## src/rtl/frc_pkg.sv

```systemverilog
// Shared types and constants for the frame receive checker.
// No dependencies; the interfaces and the top level import this package.
package frc_pkg;

    localparam int BYTE_W   = 8;
    localparam int LEN_W    = 16;
    localparam int APB_AW   = 3;
    localparam int APB_DW   = 32;

    localparam logic [BYTE_W-1:0] READ_COMMAND_RESET = 8'h00;
    localparam logic [LEN_W-1:0]  MAX_LENGTH_RESET   = 16'd14;

    // Register index as seen on paddr[2] (byte addresses 0 and 4).
    localparam logic REG_READ_COMMAND = 1'b0;
    localparam logic REG_MAX_LENGTH   = 1'b1;

    typedef enum logic [2:0] {
        POS_IDLE    = 3'd0,
        POS_CMD     = 3'd1,
        POS_LEN_HI  = 3'd2,
        POS_LEN_LO  = 3'd3,
        POS_PAYLOAD = 3'd4,
        POS_SUM_HI  = 3'd5,
        POS_SUM_LO  = 3'd6
    } pos_t;

    typedef enum logic [1:0] {
        ST_OK       = 2'd0,
        ST_BAD_SUM  = 2'd1,
        ST_BAD_CMD  = 2'd2,
        ST_TOO_LONG = 2'd3
    } status_t;

    typedef struct packed {
        logic [BYTE_W-1:0] payload_byte;
        logic              payload_valid;
        logic              frame_done;
        status_t           frame_status;
    } result_t;

endpackage

```

## src/rtl/frc_if.sv

```systemverilog
// Valid/ready channel interfaces for received bytes and for check results.
// Depends on frc_pkg for field widths and the status type.
interface frc_in_if
    import frc_pkg::*;
();
    logic              valid;
    logic              ready;
    logic [BYTE_W-1:0] rx_byte;
    logic              frame_start;

    modport source (output valid, output rx_byte, output frame_start, input ready);
    modport sink   (input valid, input rx_byte, input frame_start, output ready);
endinterface

interface frc_out_if
    import frc_pkg::*;
();
    logic              valid;
    logic              ready;
    logic [BYTE_W-1:0] payload_byte;
    logic              payload_valid;
    logic              frame_done;
    status_t           frame_status;

    modport source (
        output valid, output payload_byte, output payload_valid,
        output frame_done, output frame_status, input ready
    );
    modport sink (
        input valid, input payload_byte, input payload_valid,
        input frame_done, input frame_status, output ready
    );
endinterface

```

## src/rtl/frame_receive_checker_unit.sv

```systemverilog
// Frame receive checker: parses length-prefixed frames and checks their sum.
// An accepted byte that yields a result has it in the output register in the next cycle.
// Throughput: one byte per cycle; the byte is taken whenever the output register
// is empty or being drained in the same cycle.
// Reset: rst_n (async, active low) returns the parser to idle, clears the output
// register and loads read_command = 0, max_length = 14.
module frame_receive_checker_unit
    import frc_pkg::*;
(
    input  logic              clk,
    input  logic              rst_n,
    frc_in_if.sink            in_ch,
    frc_out_if.source         out_ch,
    input  logic              psel,
    input  logic              penable,
    input  logic              pwrite,
    input  logic [APB_AW-1:0] paddr,
    input  logic [APB_DW-1:0] pwdata,
    output logic [APB_DW-1:0] prdata,
    output logic              pready
);

    logic [BYTE_W-1:0] read_command_reg;
    logic [LEN_W-1:0]  max_length_reg;

    pos_t              pos_reg, pos_next;
    logic [LEN_W-1:0]  remaining_reg, remaining_next;
    logic [LEN_W-1:0]  sum_reg, sum_next;
    logic [BYTE_W-1:0] len_hi_reg, len_hi_next;
    logic [BYTE_W-1:0] sum_hi_reg, sum_hi_next;

    logic              out_valid_reg, out_valid_next;
    result_t           result_reg, result_next;
    logic              res_valid;

    logic              accept;
    logic              cfg_write;
    logic [LEN_W-1:0]  frame_len;
    logic [LEN_W-1:0]  remaining_dec;

    // ---------------- Configuration port ----------------
    assign pready    = 1'b1;
    assign cfg_write = psel && penable && pwrite && pready;

    always_ff @(posedge clk or negedge rst_n)
    begin
        if (!rst_n)
        begin
            read_command_reg <= READ_COMMAND_RESET;
            max_length_reg   <= MAX_LENGTH_RESET;
        end
        else if (cfg_write)
        begin
            if (paddr[2] == REG_READ_COMMAND)
            begin
                read_command_reg <= pwdata[BYTE_W-1:0];
            end
            else
            begin
                max_length_reg <= pwdata[LEN_W-1:0];
            end
        end
    end

    always_comb
    begin
        if (paddr[2] == REG_READ_COMMAND)
        begin
            prdata = {{(APB_DW-BYTE_W){1'b0}}, read_command_reg};
        end
        else
        begin
            prdata = {{(APB_DW-LEN_W){1'b0}}, max_length_reg};
        end
    end

    // ---------------- Handshake ----------------
    assign in_ch.ready = !out_valid_reg || out_ch.ready;
    assign accept      = in_ch.valid && in_ch.ready;

    assign frame_len     = {len_hi_reg, in_ch.rx_byte};
    assign remaining_dec = remaining_reg - LEN_W'(1);

    // ---------------- Next state ----------------
    always_comb
    begin
        pos_next       = pos_reg;
        remaining_next = remaining_reg;
        sum_next       = sum_reg;
        len_hi_next    = len_hi_reg;
        sum_hi_next    = sum_hi_reg;

        if (accept)
        begin
            if (in_ch.frame_start)
            begin
                pos_next       = POS_CMD;
                remaining_next = '0;
                sum_next       = '0;
                len_hi_next    = '0;
                sum_hi_next    = '0;
            end
            else
            begin
                case (pos_reg)
                    POS_CMD:
                    begin
                        pos_next = (in_ch.rx_byte != read_command_reg) ? POS_IDLE : POS_LEN_HI;
                    end
                    POS_LEN_HI:
                    begin
                        len_hi_next = in_ch.rx_byte;
                        pos_next    = POS_LEN_LO;
                    end
                    POS_LEN_LO:
                    begin
                        if (frame_len > max_length_reg)
                        begin
                            pos_next = POS_IDLE;
                        end
                        else
                        begin
                            remaining_next = frame_len;
                            pos_next = (frame_len == '0) ? POS_SUM_HI : POS_PAYLOAD;
                        end
                    end
                    POS_PAYLOAD:
                    begin
                        sum_next       = sum_reg + {{(LEN_W-BYTE_W){1'b0}}, in_ch.rx_byte};
                        remaining_next = remaining_dec;
                        if (remaining_dec == '0)
                        begin
                            pos_next = POS_SUM_HI;
                        end
                    end
                    POS_SUM_HI:
                    begin
                        sum_hi_next = in_ch.rx_byte;
                        pos_next    = POS_SUM_LO;
                    end
                    POS_SUM_LO:
                    begin
                        pos_next = POS_IDLE;
                    end
                    default:
                    begin
                        pos_next = POS_IDLE;
                    end
                endcase
            end
        end
    end

    // ---------------- Result of the current byte ----------------
    always_comb
    begin
        res_valid                 = 1'b0;
        result_next.payload_byte  = '0;
        result_next.payload_valid = 1'b0;
        result_next.frame_done    = 1'b0;
        result_next.frame_status  = ST_OK;

        if (!in_ch.frame_start)
        begin
            case (pos_reg)
                POS_CMD:
                begin
                    if (in_ch.rx_byte != read_command_reg)
                    begin
                        res_valid                = 1'b1;
                        result_next.frame_done   = 1'b1;
                        result_next.frame_status = ST_BAD_CMD;
                    end
                end
                POS_LEN_LO:
                begin
                    if (frame_len > max_length_reg)
                    begin
                        res_valid                = 1'b1;
                        result_next.frame_done   = 1'b1;
                        result_next.frame_status = ST_TOO_LONG;
                    end
                end
                POS_PAYLOAD:
                begin
                    res_valid                 = 1'b1;
                    result_next.payload_byte  = in_ch.rx_byte;
                    result_next.payload_valid = 1'b1;
                end
                POS_SUM_LO:
                begin
                    res_valid              = 1'b1;
                    result_next.frame_done = 1'b1;
                    result_next.frame_status =
                        ({sum_hi_reg, in_ch.rx_byte} == sum_reg) ? ST_OK : ST_BAD_SUM;
                end
                default:
                begin
                    res_valid = 1'b0;
                end
            endcase
        end
    end

    always_comb
    begin
        if (accept && res_valid)
        begin
            out_valid_next = 1'b1;
        end
        else if (out_ch.ready)
        begin
            out_valid_next = 1'b0;
        end
        else
        begin
            out_valid_next = out_valid_reg;
        end
    end

    // ---------------- Registers ----------------
    always_ff @(posedge clk or negedge rst_n)
    begin
        if (!rst_n)
        begin
            pos_reg       <= POS_IDLE;
            remaining_reg <= '0;
            sum_reg       <= '0;
            len_hi_reg    <= '0;
            sum_hi_reg    <= '0;
            out_valid_reg <= 1'b0;
        end
        else
        begin
            pos_reg       <= pos_next;
            remaining_reg <= remaining_next;
            sum_reg       <= sum_next;
            len_hi_reg    <= len_hi_next;
            sum_hi_reg    <= sum_hi_next;
            out_valid_reg <= out_valid_next;
        end
    end

    always_ff @(posedge clk or negedge rst_n)
    begin
        if (!rst_n)
        begin
            result_reg <= '0;
        end
        else if (accept && res_valid)
        begin
            result_reg <= result_next;
        end
    end

    assign out_ch.valid         = out_valid_reg;
    assign out_ch.payload_byte  = result_reg.payload_byte;
    assign out_ch.payload_valid = result_reg.payload_valid;
    assign out_ch.frame_done    = result_reg.frame_done;
    assign out_ch.frame_status  = result_reg.frame_status;

endmodule

```

## src/flat_wrapper.sv

```systemverilog
// flat-port wrapper written by rule: the top's interface ports become plain ports
module frame_receive_checker_unit_flat import frc_pkg::*;
  (clk, rst_n, psel, penable, pwrite, paddr, pwdata, prdata, pready, in_ch_valid, in_ch_rx_byte, in_ch_frame_start, in_ch_ready, out_ch_valid, out_ch_payload_byte, out_ch_payload_valid, out_ch_frame_done, out_ch_frame_status, out_ch_ready);
  frc_in_if in_ch_i ();
  frc_out_if out_ch_i ();
  input  logic clk;
  input  logic rst_n;
  input  logic psel;
  input  logic penable;
  input  logic pwrite;
  input  logic [APB_AW-1:0] paddr;
  input  logic [APB_DW-1:0] pwdata;
  output logic [APB_DW-1:0] prdata;
  output logic pready;
  input wire logic [$bits(in_ch_i.valid)-1:0] in_ch_valid;
  input wire logic [$bits(in_ch_i.rx_byte)-1:0] in_ch_rx_byte;
  input wire logic [$bits(in_ch_i.frame_start)-1:0] in_ch_frame_start;
  output wire logic [$bits(in_ch_i.ready)-1:0] in_ch_ready;
  output wire logic [$bits(out_ch_i.valid)-1:0] out_ch_valid;
  output wire logic [$bits(out_ch_i.payload_byte)-1:0] out_ch_payload_byte;
  output wire logic [$bits(out_ch_i.payload_valid)-1:0] out_ch_payload_valid;
  output wire logic [$bits(out_ch_i.frame_done)-1:0] out_ch_frame_done;
  output wire logic [$bits(out_ch_i.frame_status)-1:0] out_ch_frame_status;
  input wire logic [$bits(out_ch_i.ready)-1:0] out_ch_ready;
  assign in_ch_i.valid = in_ch_valid;
  assign in_ch_i.rx_byte = in_ch_rx_byte;
  assign in_ch_i.frame_start = in_ch_frame_start;
  assign in_ch_ready = in_ch_i.ready;
  assign out_ch_valid = out_ch_i.valid;
  assign out_ch_payload_byte = out_ch_i.payload_byte;
  assign out_ch_payload_valid = out_ch_i.payload_valid;
  assign out_ch_frame_done = out_ch_i.frame_done;
  assign out_ch_frame_status = out_ch_i.frame_status;
  assign out_ch_i.ready = out_ch_ready;
  frame_receive_checker_unit u_core (.clk(clk), .rst_n(rst_n), .in_ch(in_ch_i), .out_ch(out_ch_i), .psel(psel), .penable(penable), .pwrite(pwrite), .paddr(paddr), .pwdata(pwdata), .prdata(prdata), .pready(pready));
endmodule
```

## config.mk

```make
export PLATFORM = sky130hd
export DESIGN_NAME = frame_receive_checker_unit_flat
export DESIGN_NICKNAME = d
export VERILOG_FILES = /design/src/rtl/frc_pkg.sv /design/src/rtl/frc_if.sv /design/src/rtl/frame_receive_checker_unit.sv /design/src/flat_wrapper.sv
export SDC_FILE = /design/constraint.sdc
export NUM_CORES = 1
export LEC_CHECK = 0
export BUFFER_PORTS_ARGS = -buffer_cell sky130_fd_sc_hd__buf_4
export CAP_MARGIN = 20
export CORE_MARGIN = 4
export CORE_UTILIZATION = 30
export CTS_BUF_LIST = sky130_fd_sc_hd__clkbuf_8
export DETAILED_ROUTE_END_ITERATION = 16
export PLACE_DENSITY_LB_ADDON = 0.2
export SYNTH_ARGS = -nofsm -noshare
export SYNTH_HDL_FRONTEND = slang
export SYNTH_SLANG_ARGS = --single-unit
```

## constraint.sdc

```tcl
create_clock -name clk -period 7.6 [get_ports clk]
set_input_delay 1.14 -clock clk [delete_from_list [all_inputs] [get_ports clk]]
set_output_delay 1.14 -clock clk [all_outputs]
set_load 0.05 [all_outputs]
```

==> results_dict.tcl <==
set metrics [dict create \
    worst_slew_margin_rel_pct 29.5 \
    tightest_slew_ps 1030 \
    ys_seq_area_share_pct 40.5 \
    maxCapViolations 0 \
    status "completed" \
    dr.pass1.iters 5 \
    layout_common_cells "85 x dfrtp_1, 67 x nand2_1, 66 x buf_4, 45 x o21ai_0, 32 x mux2_2" \
    numPortBuffers 62 \
    layout.nets 703 \
    synth_flop_cell "dfrtp_1" \
    worstPathRequired_ps 7830 \
    cts_setup_buffers 0 \
    leakage_nw 2.86 \
    seqCellArea_um2 2210 \
    rows 49 \
    final_max_slew_viol_count 0 \
    clock_latency_ps 370 \
    fp.dieH_um 143 \
    cts_sinks 88 \
    synth_edf_count 0 \
    cts_buffer_depth 2 \
    hpwl_mm 10.5 \
    hold_violations 0 \
    path_clk_slew_ps 90 \
    r2r_slack_ps 4040 \
    fillCellCount 1866 \
    ys_async_sr_fraction_pct 100 \
    p_total_mw 1.36 \
    fin_crit_ps 3640 \
    num_vias 4400 \
    grt_pass1_vias 4338 \
    area_growth_pct 13.7 \
    avgSynthCellArea_um2 9.41 \
    crit_fanout 6 \
    grt_pass1_wl_mm 23.4 \
    rsz0062_at_grt "no" \
    path_class "in -> reg" \
    p_per_area_nw_per_um2 220 \
    n_antenna_cell 0 \
    start_util_pct 30.4 \
    peakVddDrop_mv 0.111 \
    grt_use_total_pct 14.5 \
    synth-seq-cells 88 \
    antenna_found_initial 0 \
    cts_root_buf "clkbuf_8" \
    syn-instance-count 579 \
    ant_nets 0 \
    yosysWarnings 0 \
    grt_max_degree 54 \
    tns_ps 0 \
    place_congestion 0.859 \
    final_common_cell "dfrtp_1" \
    clock_skew_ps 12.5 \
    wl_mm 14.5 \
    hold_path_class "reg -> reg" \
    endpoint_kind "flip-flop" \
    highest_layer "met4" \
    ctsHtreeMaxLevel 3 \
    fmax_mhz 275 \
    cp-start-kind "primary input" \
    cts_buffers 9 \
    met3_length_um 711 \
    post_cts_resize_count 0 \
    core_um2 17900 \
    hold_buffers 0 \
    dr_wl_met2_mm 6.67 \
    route.detailed.drc 0 \
    arrival_ps 3880 \
    dieArea_um2 20400 \
    drive_gt1_share_pct 20.2 \
    wire_per_inst_um 16.9 \
    syn_area_um2 5450 \
    ys_types 60 \
    fp.dieW_um 143 \
    final-setup-viol-count 0 \
    gr-total-overflow 0 \
    post-route-util_pct 34.6 \
    period_share_pct 47.9 \
    cts_tree "done" \
    wl_met1_mm 6.87 \
    io_pins 98 \
    via_per_inst 5.13 \
    drt_iter0_drc 273 \
    multi_input_area_um2 2950 \
]
[kinds of logic (layout without fill, tap and decap cells)]
family	Yosys count	after routing	share of synthesized area, %
xor gates and xnor gates	30	30	4.82
DFF	88	88	40.5
adders and majority gates	28	28	6.57
muxes	35	35	7.35
buffers and inverters	74	109	6.45
and+or+nand+nor	176	176	16.1
other	2	17	0.138
AOI/OAI and AO/OA	146	146	18.1
[routing by layer]
metal | vias up | track usage (%)
li1 | 2148 | -
met1 | 2106 | 20.3
met2 | 127 | 22.5
met3 | 19 | 2.48
met4 | 0 | 5.65
met5 | - | 0
[layout make-up]
class                           count  area share [%]
Tap cell                          229            4.63
Sequential cell                    88            35.6
Inverter                           27            1.64
Multi-Input combinational cell    432            47.6
Clock inverter                      7           0.545
Clock buffer                        9            2.00
Timing Repair Buffer               66            8.00
[path summary, 6_finish.rpt]
path	startpoint	end	cells past startpoint
max	in_ch_rx_byte[0]	u_core.sum_reg[14]	10
min	u_core.sum_reg[2]	u_core.sum_reg[2]	2
max reg2reg	u_core.remaining_reg[0]	u_core.pos_reg[0]	9
min reg2reg	u_core.sum_reg[2]	u_core.sum_reg[2]	2
max in group asynchronous	rst_n	u_core.remaining_reg[12]	2
min in group asynchronous	rst_n	u_core.out_ch.frame_done	1
[cells in the mapped netlist, drive strengths merged, types with 2 or more instances]
master / n / area share (%)
a2111oi: 2 / 0.32
a211oi: 3 / 0.41
a21o: 8 / 1.1
a21oi: 20 / 1.9
a22o: 29 / 4.7
a31oi: 4 / 0.46
and2: 10 / 1.1
and3: 2 / 0.23
buf: 20 / 2.7
clkbuf: 27 / 1.9
conb: 2 / 0.14
dfrtp: 85 / 39
dfstp: 3 / 1.4
ha: 27 / 6.2
inv: 27 / 1.9
mux2: 34 / 7.2
nand2: 67 / 4.6
nand2b: 5 / 0.57
nand3: 3 / 0.28
nand3b: 2 / 0.28
nand4: 9 / 1.0
nor2: 31 / 2.1
nor3: 11 / 1.0
nor4: 15 / 1.7
o211ai: 4 / 0.55
o21ai: 48 / 4.5
o22ai: 2 / 0.23
o31ai: 10 / 1.4
o41ai: 5 / 0.80
or2: 4 / 0.46
or3: 4 / 0.46
or3b: 2 / 0.32
or4: 7 / 1.1
xnor2: 24 / 3.9
xor2: 6 / 0.96
[through the flow]
step	instances	cell area (um^2)	hold slack, ps	setup WS (ps)
after floorplan	594	5500	453	4190
after global placement	841	6030	468	3670
after detailed placement	841	6030	476	3680
after CTS	857	6190	499	4060
after global routing	858	6190	524	3800
final	858	6190	494	3960
[worst max-delay path, cell delays in order]
cell and delay [ps]:
buf_4 140, ha_1 230, fa_1 400, a21o_1 180, a21oi_1 210, o21bai_1 130, a2111oi_0 930, and4bb_2 320
xnor2_1 130, nor2_1 60
[report_power, final]
part / internal (mW) / switching (mW) / total (mW) / leakage (nW)
Combinational: 0.189 / 0.283 / 0.471 / 1.63
Sequential: 0.530 / 0.0763 / 0.607 / 1.13
Clock: 0.114 / 0.170 / 0.284 / 0.0980
(Power assumes the default switching activity.)
